$ cat src/lrt_div.sv
`timescale 1ns / 1ps
module lrt_div #(
    parameter int VW = 9
) (
    input  logic                 i_clk,
    input  logic                 i_rst_n,
    input  logic                 i_start,
    input  logic signed [63:0]   i_dividend,
    input  logic [VW-1:0]        i_divisor,
    output logic                 o_busy,
    output logic                 o_done,
    output logic signed [63:0]   o_quo
);
    logic          r_busy;
    logic          r_done;
    logic [6:0]    r_cnt;
    logic          r_neg;
    logic [63:0]   r_quo;
    logic [VW-1:0] r_rem;
    logic [VW-1:0] r_div;
    logic [VW:0]   rem_sh;
    logic          take;

    assign rem_sh = {r_rem, r_quo[63]};
    assign take   = rem_sh >= {1'b0, r_div};

    always_ff @(posedge i_clk) begin
        if (!i_rst_n) begin
            r_busy <= 1'b0;
            r_done <= 1'b0;
        end else begin
            r_done <= 1'b0;
            if (i_start) begin
                r_busy <= 1'b1;
                r_cnt  <= 7'd64;
                r_neg  <= i_dividend[63];
                r_quo  <= i_dividend[63] ? 64'(-i_dividend) : i_dividend;
                r_rem  <= '0;
                r_div  <= i_divisor;
            end else if (r_busy) begin
                r_rem <= take ? VW'(rem_sh - {1'b0, r_div}) : rem_sh[VW-1:0];
                r_quo <= {r_quo[62:0], take};
                r_cnt <= r_cnt - 7'd1;
                if (r_cnt == 7'd1) begin
                    r_busy <= 1'b0;
                    r_done <= 1'b1;
                end
            end
        end
    end

    assign o_busy = r_busy;
    assign o_done = r_done;
    assign o_quo  = r_neg ? -$signed(r_quo) : $signed(r_quo);
endmodule

$ cat config.mk
export PLATFORM = sky130hd
export DESIGN_NAME = lrt_div
export DESIGN_NICKNAME = d
export VERILOG_FILES = /design/src/lrt_div.sv
export SDC_FILE = /design/constraint.sdc
export NUM_CORES = 1
export LEC_CHECK = 0
export BUFFER_PORTS_ARGS = -buffer_cell sky130_fd_sc_hd__buf_2
export CORE_AREA = 5 5 123 125
export CTS_BUF_LIST = sky130_fd_sc_hd__clkbuf_8
export DETAILED_ROUTE_END_ITERATION = 12
export DIE_AREA = 0 0 128 130
export PLACE_DENSITY = 0.78
export SYNTH_ARGS = -nofsm -noshare
export SYNTH_HDL_FRONTEND = slang
export SYNTH_SLANG_ARGS = --single-unit
$ cat constraint.sdc
create_clock -name i_clk -period 3.85 [get_ports i_clk]
set_input_delay 0.77 -clock i_clk [delete_from_list [all_inputs] [get_ports i_clk]]
set_output_delay 0.77 -clock i_clk [all_outputs]
set_load 0.05 [all_outputs]
=== Word-level counts from Yosys, hierarchy flattened ===
Cells that the tools add are included.

* Bits in registers: 92
* Input bits: 76
* Output and inout port bits: 66
* Word-level logic and storage cells: 30

* Add/subtract/negate cells: 4
* $lt $le $gt $ge: 1
* Equality and inequality tests: 1
* Mux-type cells: 11
* Bitwise operators: 2
* Reductions and logical operators: 4

{| class="wikitable"
|+ Operators by type and width
! cell !! count
|-
| 2-to-1 mux 64 bit || 4
|-
| negator 64 bit || 2
|-
| 2-to-1 mux 9 bit || 2
|-
| greater-or-equal comparator 10 x 9 -> 1 bit || 1
|-
| subtractor 9 bit || 1
|-
| equality test 7 x 1 -> 1 bit, second input constant || 1
|-
| 2-to-1 mux 7 bit || 1
|-
| subtractor 7 x 1 -> 7 bit, second input constant || 1
|-
| 2-to-1 mux 1 bit || 4
|-
| AND reduction 2 bit || 2
|-
| OR reduction 3 bit || 1
|-
| inverter 1 bit || 2
|-
| nonzero test 2 bit || 1
|}

=== Longest topological paths before layout ===
* Word-level depth: 4
* Gate-level depth with buffers: 11
* Gate-level depth less buffers: 10

=== Worst setup path after synthesis ===
Ideal clock, no wire load.

* Path kind: input port to flip-flop
* From: input i_start
* To: register r_cnt[0], enable pin
* Setup time: 445 ps
* Arrival: 3188 ps
* Data required time: 3405 ps
* Setup slack: 216 ps
* Stages: 3
* Path buffers: 2
* Cell sequence: clkbuf_1 -> clkbuf_1 -> o21a_1

* Longest elaborated chain between the ends: 2

{| class="wikitable"
|+ Ends and longest elaborated chain
! what !! RTL line !! text
|-
| start: declaration || 7 || <nowiki>input logic i_start,</nowiki>
|-
| nonzero test 2 bit (no source line) || n/a ||
|-
| AND reduction 2 bit (no source line) || n/a ||
|-
| end signal: assignment || 43 || <nowiki>r_cnt <= r_cnt - 7'd1;</nowiki>
|-
| end: declaration || 16 || <nowiki>logic [6:0] r_cnt;</nowiki>
|}

No other way between the ends.
A chain may end at the register's enable or synchronous reset.

=== Worst setup path after layout ===
* From: register r_quo[21]
* To: output o_quo[61]

* Longest elaborated chain between the ends: 2

{| class="wikitable"
|+ Ends and longest elaborated chain
! what !! RTL line !! text
|-
| start: declaration || 18 || <nowiki>logic [63:0] r_quo;</nowiki>
|-
| start signal: assignment || 37 || <nowiki>r_quo <= i_dividend[63] ? 64'(-i_dividend) : i_dividend;</nowiki>
|-
| start signal: assignment || 42 || <nowiki>r_quo <= {r_quo[62:0], take};</nowiki>
|-
| negator 64 bit || 54 || <nowiki>assign o_quo = r_neg ? -$signed(r_quo) : $signed(r_quo);</nowiki>
|-
| 2-to-1 mux 64 bit || 54 ||
|-
| end: declaration || 12 || <nowiki>output logic signed [63:0] o_quo</nowiki>
|}

No other way between the ends.

==> metrics.txt <==
clk buf depth 2; die height between 100 and 150 um; Pwr Density 362 nW/um^2; Seq/Total Area, Yosys 0.388; NumNets Final about 1000; share of power burned in registers 0.413; Ports around 140; PortBufs 141; worst flop-to-flop path startpoint r_quo[63]; minimum clock period around 3800 ps; Rows 43; Pleak roughly 3.2 nW; fin util 0.620; fillers between 1000 and 1500; crit path cell chain or3_4 > or4b_4 > nor3_4 > buf_6 > nand3_4 > o31ai_1 > xnor2_1 > clkbuf_4; GPL Wtd Cong between 0.8 and 0.9; vias in the first global route 5819; WL per Instance 17.3 um; XOR/XNOR Fraction of Synth Area 0.157; cell-internal power 0.00198 W; area of the multi-input gates around 4200 sq um; setup tns final 0 ps; clock-pin transition on the worst setup and hold timing paths approximately 90 ps; total power a little over 0.003 W; Crit-path slowest cell or4b_4; status finished, final reports clean; # setup viols final 0; antenna-violating nets left 0; Worst Min Path Start o_busy; Critical Path RT just over 3000 ps; Simple-Gate Fraction of Synth Area 0.207; largest family of logic cells by synthesized area simple AND/OR/NAND/NOR gates; flop-to-flop setup slack between 1000 and 1500 ps; Post-synth ARST share 0; actual slew at the worst max-slew pin 1080 ps; max-cap check violation count 0; GRT overflow 0; share of layout cells above drive strength 1 0.266; type of element launching the critical path register; clock group share of total power 0.261; worst skew pair latency 380 ps; final hold violations 0; sw frac 0.361; Pre-antenna DRT Iters 5; total CTS buffers 9; die width 128 um; Max VDD drop 0.000223 V; placed insts 1064; CTS root buffer clkbuf_8; ANT cells 0; Max Fclk ~260 MHz; Syn. warnings 0; cts hold-fix bufs 0; Final Instance Area ~8500 sq um; mux share of post-synthesis cell area 0.0133; Mean Syn Cell Area about 9.2 sq um; Final Max Slew Viols 0; Detailed Route WL roughly 19000 um; largest net degree at the start of global routing 69; Mapped Cells roughly 770; Crit. Startpoint r_quo[21]; number of synthesized flops with an enable pin 90; number of synthesized register bits 92; Worst Path Max Fanout 5; Worst Skew ~13 ps; synth unique cells 61; post-synthesis compound-gate area fraction 0.174; Main synth FF type edfxtp_1; Layout Cells excl Fill 1097; register area 2740 sq um; Hold WC Path Type reg2reg; DR vias/cell 5.87; Setup CP Type reg2out; area share of fa/ha/maj cells after synthesis 0.0258; final period utilization 0.996; switching power around 0.0011 W; Worst Path Arrival 3070 ps; Syn-to-layout area delta 20.8%; Post-DP HPWL roughly 14000 um; clock sinks 92; number of remaining DRC errors 0; Max-slew headroom 0.281; first-pass GRT wire length about 30000 um; endpoint class of the critical path output pin; initial antenna violation count 0; H-tree depth 3; Synth Cell Area 7070 sq um; CP peak stage delay 560 ps; CTS tree built; Core ar. between 10000 and 15000 sq um; Comb power frac 0.326; total die area around 17000 sq um; Iteration-0 DRC Markers 610; starting density of the core 0.513; placed inst area between 7000 and 8000 sq um; GRT Total Usage 0.217; total number of vias about 6400; Post-Syn Nets between 800 and 900
-- Yosys cell counts (all sizes together) (4+ instances only) --
master,count,area [sq um]
ha,13,163
or2,14,90.1
nand3,13,70.1
o41ai,19,204
inv,22,82.6
a21oi,66,330
nor3,20,110
or3,32,215
o31ai,40,310
o21ai,44,220
edfxtp,90,2700
xnor2,72,631
a31oi,4,25.0
mux2i,6,60.1
nand2b,6,37.5
nand4,8,56.3
buf,6,28.8
or4,16,143
o21a,4,30.0
xor2,55,482
nand2,40,150
nor2,97,364
nor4,12,96.3
clkbuf,34,129
-- sequential cells by signal (all words and copies together) (netlist names) --
register and count:
r_rem 9, r_cnt 7, o_done 1, r_neg 1, o_busy 1, r_div 9
r_quo 64
-- stage by stage --
| stage | setup slack, ps | hold WS [ps] |
|---|---|---|
| after detailed placement | 291 | 461 |
| after global placement | 336 | 465 |
| final | 14.1 | 478 |
| after global routing | -56.9 | 487 |
| after CTS | 16.5 | 476 |
| after floorplan | 216 | 538 |
-- cell families (layout without fill, tap and decap cells) --
logic type	count (synthesis)	count (layout)
buffers and inverters	63	210
muxes	9	9
adders and majority gates	14	14
and+or+nand+nor	274	275
xor gates and xnor gates	127	127
AOI/OAI and AO/OA	190	190
DFF	92	92
-- layout make-up --
| class | instances | share of cell area |
|---|---|---|
| clock inverter | 6 | 0.0122 |
| timing repair buffer | 171 | 0.116 |
| sequential | 92 | 0.321 |
| clock buffer | 10 | 0.0161 |
| multi-input combinational | 615 | 0.498 |
| inverter | 23 | 0.0101 |
| tap | 180 | 0.0264 |
-- final timing paths --
check                    to  cells after the start
setup reg to reg   r_rem[4]                     10
hold / removal       o_done                      2
setup / recovery  o_quo[61]                      8
hold reg to reg      o_done                      2
-- cell usage in the layout, fill, tap and decap left out, types with 3 or more instances in the layout --
| cell type | instances |
|---|---|
| o41ai_1 | 13 |
| buf_2 | 118 |
| o31ai_1 | 35 |
| a21oi_1 | 66 |
| or3_1 | 26 |
| nand2b_1 | 6 |
| nor3_1 | 17 |
| or2_2 | 13 |
| mux2_2 | 3 |
| edfxtp_1 | 90 |
| buf_4 | 42 |
| nand3_1 | 12 |
| nand4_1 | 7 |
| clkbuf_4 | 10 |
| o31a_1 | 3 |
| nand3b_1 | 3 |
| nand2_1 | 39 |
| or4_1 | 10 |
| mux2i_1 | 6 |
| clkbuf_8 | 10 |
| xor2_1 | 55 |
| bufinv_16 | 3 |
| o41ai_2 | 4 |
| xnor2_1 | 71 |
| a31oi_1 | 4 |
| ha_1 | 13 |
| o21ai_0 | 41 |
| nor4_4 | 3 |
| o31ai_2 | 4 |
| nor2_1 | 96 |
| inv_1 | 23 |
| or3_4 | 6 |
| o21a_1 | 3 |
| nor4_1 | 8 |
| o21ai_1 | 3 |
| or4_4 | 6 |
-- what timing repair did --
| action | 4_1_cts | 5_1_grt |
|---|---|---|
| pin swaps | 0 | 9 |
| gates resized for setup | 12 | 43 |
| setup buffers | 0 | 16 |
| setup endpoints to repair | 19 | 28 |
| gates cloned | 0 | 1 |
-- metal layers --
| layer | GRT usage | part of all wire | up-vias |
|---|---|---|---|
| met5 | 0 | 0 | - |
| met4 | 0.0793 | 0.021 | 0 |
| met3 | 0.0315 | 0.073 | 31 |
| met2 | 0.363 | 0.48 | 282 |
| met1 | 0.290 | 0.42 | 3020 |
| li1 | - | - | 3107 |
-- worst max-delay path, delay by kind of cell, from the launching register on --
kind | cells | cell delay (ps)
simple gates | 4 | 1310
buf+inv | 2 | 420
compound gates | 1 | 300
flops | 1 | 470
xor+xnor | 1 | 170
-- power groups by stage --
stage          sequential (W)  clock, W  combinational (W)
6_report              0.00128  0.000806            0.00101
5_1_grt               0.00129  0.000857            0.00109
3_5_place_dp          0.00130         0           0.000966
3_3_place_gp          0.00129         0           0.000956
4_1_cts               0.00128  0.000822           0.000977
2_1_floorplan         0.00128         0           0.000731
Note: power is estimated with default switching activity, not from simulation.
