===== src/lrt_pkg.sv =====
`timescale 1ns / 1ps
package lrt_pkg;

    localparam int VAL_W = 32;
    localparam int ACC_W = 64;

    localparam logic [1:0] KIND_FEATURE = 2'd0;
    localparam logic [1:0] KIND_TARGET  = 2'd1;
    localparam logic [1:0] KIND_WEIGHT  = 2'd2;
    localparam logic [1:0] KIND_START   = 2'd3;

    localparam logic [1:0] STATUS_OK       = 2'd0;
    localparam logic [1:0] STATUS_EMPTY    = 2'd1;
    localparam logic [1:0] STATUS_MISMATCH = 2'd2;

    localparam logic [1:0] CFG_EPOCHS   = 2'd0;
    localparam logic [1:0] CFG_LRATE    = 2'd1;
    localparam logic [1:0] CFG_FEATURES = 2'd2;

    typedef struct packed {
        logic shift;
        logic gmul;
        logic gacc;
        logic gclr;
    } t_cell_ctrl;

    function automatic logic signed [63:0] sat_add64(input logic signed [63:0] a,
                                                     input logic signed [63:0] b);
        logic signed [64:0] s;
        s = {a[63], a} + {b[63], b};
        if (s[64] != s[63]) begin
            sat_add64 = s[64] ? {1'b1, 63'd0} : {1'b0, {63{1'b1}}};
        end else begin
            sat_add64 = s[63:0];
        end
    endfunction

    function automatic logic signed [31:0] sat32(input logic signed [63:0] x);
        if (x > 64'sd2147483647) begin
            sat32 = 32'sh7fffffff;
        end else if (x < -64'sd2147483648) begin
            sat32 = 32'sh80000000;
        end else begin
            sat32 = x[31:0];
        end
    endfunction

endpackage


===== src/lrt_cell.sv =====
`timescale 1ns / 1ps
module lrt_cell
    import lrt_pkg::*;
(
    input  logic                    i_clk,
    input  logic                    i_rst_n,
    input  t_cell_ctrl              i_ctrl,
    input  logic                    i_is_bias,
    input  logic signed [31:0]      i_x,
    input  logic signed [31:0]      i_err,
    input  logic                    i_wwr,
    input  logic signed [31:0]      i_wdata,
    output logic signed [31:0]      o_x,
    output logic signed [31:0]      o_w,
    output logic signed [63:0]      o_g
);
    logic signed [31:0] r_x;
    logic signed [31:0] r_w;
    logic signed [63:0] r_g;
    logic signed [63:0] r_p;

    always_ff @(posedge i_clk) begin
        if (i_ctrl.shift) begin
            r_x <= i_x;
        end
        if (i_ctrl.gmul) begin
            r_p <= i_is_bias ? $signed({{16{i_err[31]}}, i_err, 16'd0}) : i_err * r_x;
        end
        if (!i_rst_n) begin
            r_w <= '0;
            r_g <= '0;
        end else begin
            if (i_wwr) begin
                r_w <= i_wdata;
            end
            if (i_ctrl.gclr) begin
                r_g <= '0;
            end else if (i_ctrl.gacc) begin
                r_g <= sat_add64(r_g, r_p);
            end
        end
    end

    assign o_x = r_x;
    assign o_w = r_w;
    assign o_g = r_g;
endmodule


===== config.mk =====
export PLATFORM = sky130hd
export DESIGN_NAME = lrt_cell
export DESIGN_NICKNAME = d
export VERILOG_FILES = /design/src/lrt_pkg.sv /design/src/lrt_cell.sv
export SDC_FILE = /design/constraint.sdc
export NUM_CORES = 2
export LEC_CHECK = 0
export ABC_AREA = 1
export BUFFER_PORTS_ARGS = -buffer_cell sky130_fd_sc_hd__buf_4
export CAP_MARGIN = 20
export CORE_ASPECT_RATIO = 1.1
export CORE_UTILIZATION = 60
export CTS_BUF_LIST = sky130_fd_sc_hd__clkbuf_4 sky130_fd_sc_hd__clkbuf_8
export DETAILED_ROUTE_END_ITERATION = 10
export PLACE_DENSITY = 0.82
export SYNTH_ARGS = -nofsm -noshare
export SYNTH_HDL_FRONTEND = slang
export SYNTH_SLANG_ARGS = --single-unit

===== constraint.sdc =====
create_clock -name i_clk -period 8 [get_ports i_clk]
set_input_delay 0.4 -clock i_clk [delete_from_list [all_inputs] [get_ports i_clk]]
set_output_delay 0.4 -clock i_clk [all_outputs]
set_load 0.005 [all_outputs]

== Word level (Yosys, flattened, before mapping) ==
Cells that the tools add are included.

* Equal/unequal tests: 1
* $add $sub $neg: 1
* Multiplexer cells: 3
* Bitwise operators: 1
* Reductions and logical operators: 1
* $mul: 1

{| class="wikitable"
|+ Operators with widths
! cell !! count
|-
| 64-bit 2-to-1 mux || 3
|-
| 64-bit by 64-bit adder with 65-bit output || 1
|-
| 32-bit by 32-bit multiplier with 64-bit output || 1
|-
| 2-bit OR reduction || 1
|-
| 1-bit != test || 1
|-
| 1-bit NOT || 1
|}

* Register bits after elaboration: 192
* Output and inout port bits: 128
* Word-level logic and storage cells: 13
* Input bits: 104

== Longest topological paths before layout ==
* Word-level depth: 3
* Mapped depth: 32
* Mapped depth without buffers: 30

== Worst setup path after synthesis ==
No wires, ideal clock.

* Kind: input-to-reg
* Start: in i_err[31]
* End: reg r_p[57] (data pin)
* Setup time: 0.268 ns
* Arrival: 7.317 ns
* Slack: 0.415 ns
* Required time: 7.732 ns
* Buffers on the path: 2
* Stages on the path: 27
* Cell sequence: clkbuf_1 clkbuf_1 nand2_1 inv_1 fa_1 inv_1 fa_1 inv_1 fa_1 fa_1 inv_1 fa_1 inv_1 fa_1 inv_1 fa_1 inv_1 fa_1 ha_1 nand2_1 nor2_1 inv_1 nor4_1 o21ai_0 nand3_1 xor2_1 o21ai_0

* Cells in the longest elaborated chain, start to end: 2

{| class="wikitable"
|+ RTL lines
! item !! RTL line !! source
|-
| start, declared || lrt_cell.sv:10 || <nowiki>input logic signed [31:0] i_err,</nowiki>
|-
| 32-bit by 32-bit multiplier with 64-bit output || lrt_cell.sv:27 || <nowiki>r_p <= i_is_bias ? $signed({{16{i_err[31]}}, i_err, 16'd0}) : i_err * r_x;</nowiki>
|-
| 64-bit 2-to-1 mux * || lrt_cell.sv:27 ||
|-
| end signal, assigned || lrt_cell.sv:27 ||
|-
| end, declared || lrt_cell.sv:20 || <nowiki>logic signed [63:0] r_p;</nowiki>
|}

Mark *: on every way between the ends. The rest lies on a longest branch, timed or not.
A chain may end at the register's enable or synchronous reset.

== Final worst setup path ==
* Start: reg r_x[31] (netlist: o_x[31])
* End: reg r_p[48] (data pin)

* Cells in the longest elaborated chain, start to end: 2

{| class="wikitable"
|+ RTL lines
! item !! RTL line !! source
|-
| start, declared || lrt_cell.sv:17 || <nowiki>logic signed [31:0] r_x;</nowiki>
|-
| start signal, assigned || lrt_cell.sv:24 || <nowiki>r_x <= i_x;</nowiki>
|-
| 32-bit by 32-bit multiplier with 64-bit output || lrt_cell.sv:27 ||
|-
| 64-bit 2-to-1 mux || lrt_cell.sv:27 ||
|}

No other way between the ends.

==> metrics <==
status finished clean; initial antenna violation count 4; final setup fails 0; area after detailed placement approximately 0.053 mm²; CTS sink count about 190; Routed WL per cell approximately 21 µm; endpoints failing hold 0; CTS tree done; GRT Total Usage 39.5%; register area share after synthesis 9.74%; crit path kind reg -> reg; detailed placement HPWL 129,000 µm; RSZ-0062 raised after global routing no; total number of vias 42,200; post-route insts no fill roughly 7,600; Initial DRC Count 3,525; CP required approximately 8.4 ns; DP Worst Slack 0.00335 ns; CP Capture Type flip-flop; worst hold-check path type in -> reg; Post-Synthesis Cells 6,311; total wire length 158,000 µm; die area 0.0834 mm²; P&R area growth vs syn 8.81%; H-tree levels 4; clock buffer depth 2; total gr overflow 0; DRT antenna net count 0; DRC errors left 0; Port Buffer Count 231; number of detailed-route iterations in the first pass 6; largest area contributor in the netlist fa_1; Nets 7,921; routability congestion estimate 1.06; design area 0.0537 mm²; Yosys reg bits 192; Clock Skew 0.0426 ns; CTS Buf Count 17; Final min period 7.81 ns; Root Driver clkbuf_8; Core Box Area ~0.081 mm²; Synth Net Count 7,746; fin crit share 97.7%; first-pass GRT wire length 247,000 µm; Synth warnings 0; Distinct cells, synth 44; largest net degree at the start of global routing 66; dpl cells 7,463; fin worst setup slack 0.186 ns; Slew @ Worst Pin 0.935 ns; MaxCap Viol Count 0; clk_lat worst skew 0.64 ns; io pins around 230; WP data arrival between 8 and 9 ns; vias in the first global route 44,800; Avg Inst Size Synth about 7.8 µm²; # rows roughly 110; Die Width 275 µm; initial core utilization 61.0%; Crit Path Max Fanout 20; Via density 5.59; max-slew violations 0; Rel. slew slack between 30% and 40%; clock-pin transition on the worst setup and hold timing paths 0.15 ns; crit path launch type flip-flop; Synth top area share 43.9%; largest cells by area after synthesis fa_1, inv_1, nand2_1, ha_1, edfxtp_1; Fmax achieved 128 MHz; DIE HEIGHT 303 µm; share of layout cells above drive strength 1 7.08%; mapped cell area 0.0493 mm²
==> cell usage after synthesis <==
cell type	count
inv_1	1708
nand2_1	1623
fa_1	1083
nor2_1	349
ha_1	248
clkbuf_1	246
a21oi_1	217
o21ai_0	208
nand3_1	136
dfxtp_1	96
edfxtp_1	96
xor2_1	38
o21bai_1	30
nand3b_1	29
xnor2_1	26
or2_2	22
nor3_1	18
a31oi_1	15
nand4_1	15
a21o_1	14
a21oi_2	10
o211ai_1	9
nor4_1	8
a21boi_0	7
o21a_1	7
buf_1	6
buf_6	6
nand2_2	6
and3_1	5
buf_4	5
a211oi_1	4
inv_2	4
buf_2	2
clkinv_1	2
nor2_2	2
nor3_2	2
o31ai_1	2
a21boi_1	1
a21oi_4	1
a221oi_1	1
a31o_2	1
nand2b_1	1
o2111ai_1	1
o21ai_1	1
==> stage by stage <==
stage	utilization (%)	TNS, ns	hold WS, ns
2_1_floorplan	-	0	0.475
3_3_place_gp	65.1	-0.124	0.479
3_5_place_dp	65.1	0	0.488
4_1_cts	66.2	0	0.000879
5_1_grt	66.4	0	0.0284
6_report	66.4	0	0.0366
==> critical path, cell delays in order, from the launching register on <==
cell and delay (ns):
edfxtp_1 0.72, clkinv_1 0.16, buf_4 0.28, nor2_1 0.17
fa_1 0.44, fa_1 0.51, fa_1 0.42, fa_1 0.54
fa_1 0.44, fa_1 0.48, fa_1 0.52, inv_1 0.06
fa_1 0.49, inv_1 0.05, ha_1 0.39, a21oi_1 0.23
o21a_1 0.17, o21ai_0 0.11, a21oi_1 0.46, nand3_1 0.25
a21o_1 0.24, nand2_1 0.06, nand2_1 0.04, o21ai_0 0.31
==> flip-flops by register name (all words and copies together), names as in the netlist <==
name  flops
o_g      64
o_x      32
o_w      32
r_p      64
==> cell families (layout without fill, tap and decap cells) <==
kind of cell | count (synthesis) | count (layout) | share of synthesized area, %
AND/OR/NAND/NOR | 2216 | 2216 | 17.8
buffers and inverters | 1979 | 2167 | 15.2
adder cells (fa/ha/maj) | 1331 | 1331 | 50.2
AO/OA/AOI/OAI | 529 | 529 | 5.90
flip-flops | 192 | 192 | 9.74
XOR/XNOR | 64 | 64 | 1.14
other | 0 | 4 | 0
==> routing by layer <==
| layer | up-vias | share of wire [%] | global-route usage, % |
|---|---|---|---|
| met1 | 20700 | 36 | 48.3 |
| met3 | 632 | 10 | 7.81 |
| li1 | 18600 | - | - |
| met2 | 2318 | 47 | 65.3 |
| met4 | 2 | 6.7 | 22.5 |
| met5 | - | 0.0082 | 0 |
==> layout by cell type, fill, tap and decap left out, types with 5 or more instances in the layout <==
| master | n |
|---|---|
| edfxtp_1 | 96 |
| nor3_1 | 18 |
| or2_2 | 22 |
| o21ai_0 | 208 |
| buf_4 | 342 |
| nand3b_1 | 29 |
| a31oi_1 | 15 |
| fa_1 | 1083 |
| o211ai_1 | 9 |
| o21bai_1 | 30 |
| dfxtp_1 | 96 |
| a21o_1 | 14 |
| nor2_1 | 346 |
| clkbuf_8 | 18 |
| inv_6 | 5 |
| nand2_1 | 1623 |
| nand2_2 | 6 |
| inv_1 | 1709 |
| and3_1 | 5 |
| buf_12 | 30 |
| nand4_1 | 15 |
| xnor2_1 | 26 |
| nand3_1 | 133 |
| nor4_1 | 7 |
| ha_1 | 247 |
| a21boi_0 | 7 |
| xor2_1 | 38 |
| dlygate4sd3_1 | 49 |
| a21oi_1 | 216 |
| a21oi_2 | 11 |
| o21a_1 | 7 |
==> repair_timing <==
item,CTS,global route
setup buffers,4,5
hold endpoints to repair,49,0
endpoints found under the setup margin,1,22
hold buffers,49,0
resized for setup,0,8
==> cell type report <==
type / count / area [µm²]
fill: 6564 / 27200
inverter: 1714 / 6430
timing repair buffer: 421 / 3660
tap: 1054 / 1320
multi-input combinational: 4140 / 37100
antenna: 4 / 10.0
clock inverter: 12 / 119
clock buffer: 20 / 263
sequential: 192 / 4800
==> worst paths after layout <==
check,cells after the start,start,endpoint,slack (ns)
min,3,i_wdata[16],o_w[16],0.04
max reg2reg,23,o_x[31],r_p[48],0.19
min reg2reg,2,o_w[0],o_w[0],0.51
max,23,o_x[31],r_p[48],0.19
Power is not shown: default switching activity piles up to over one toggle a cycle in this logic, so the estimate is an artifact.
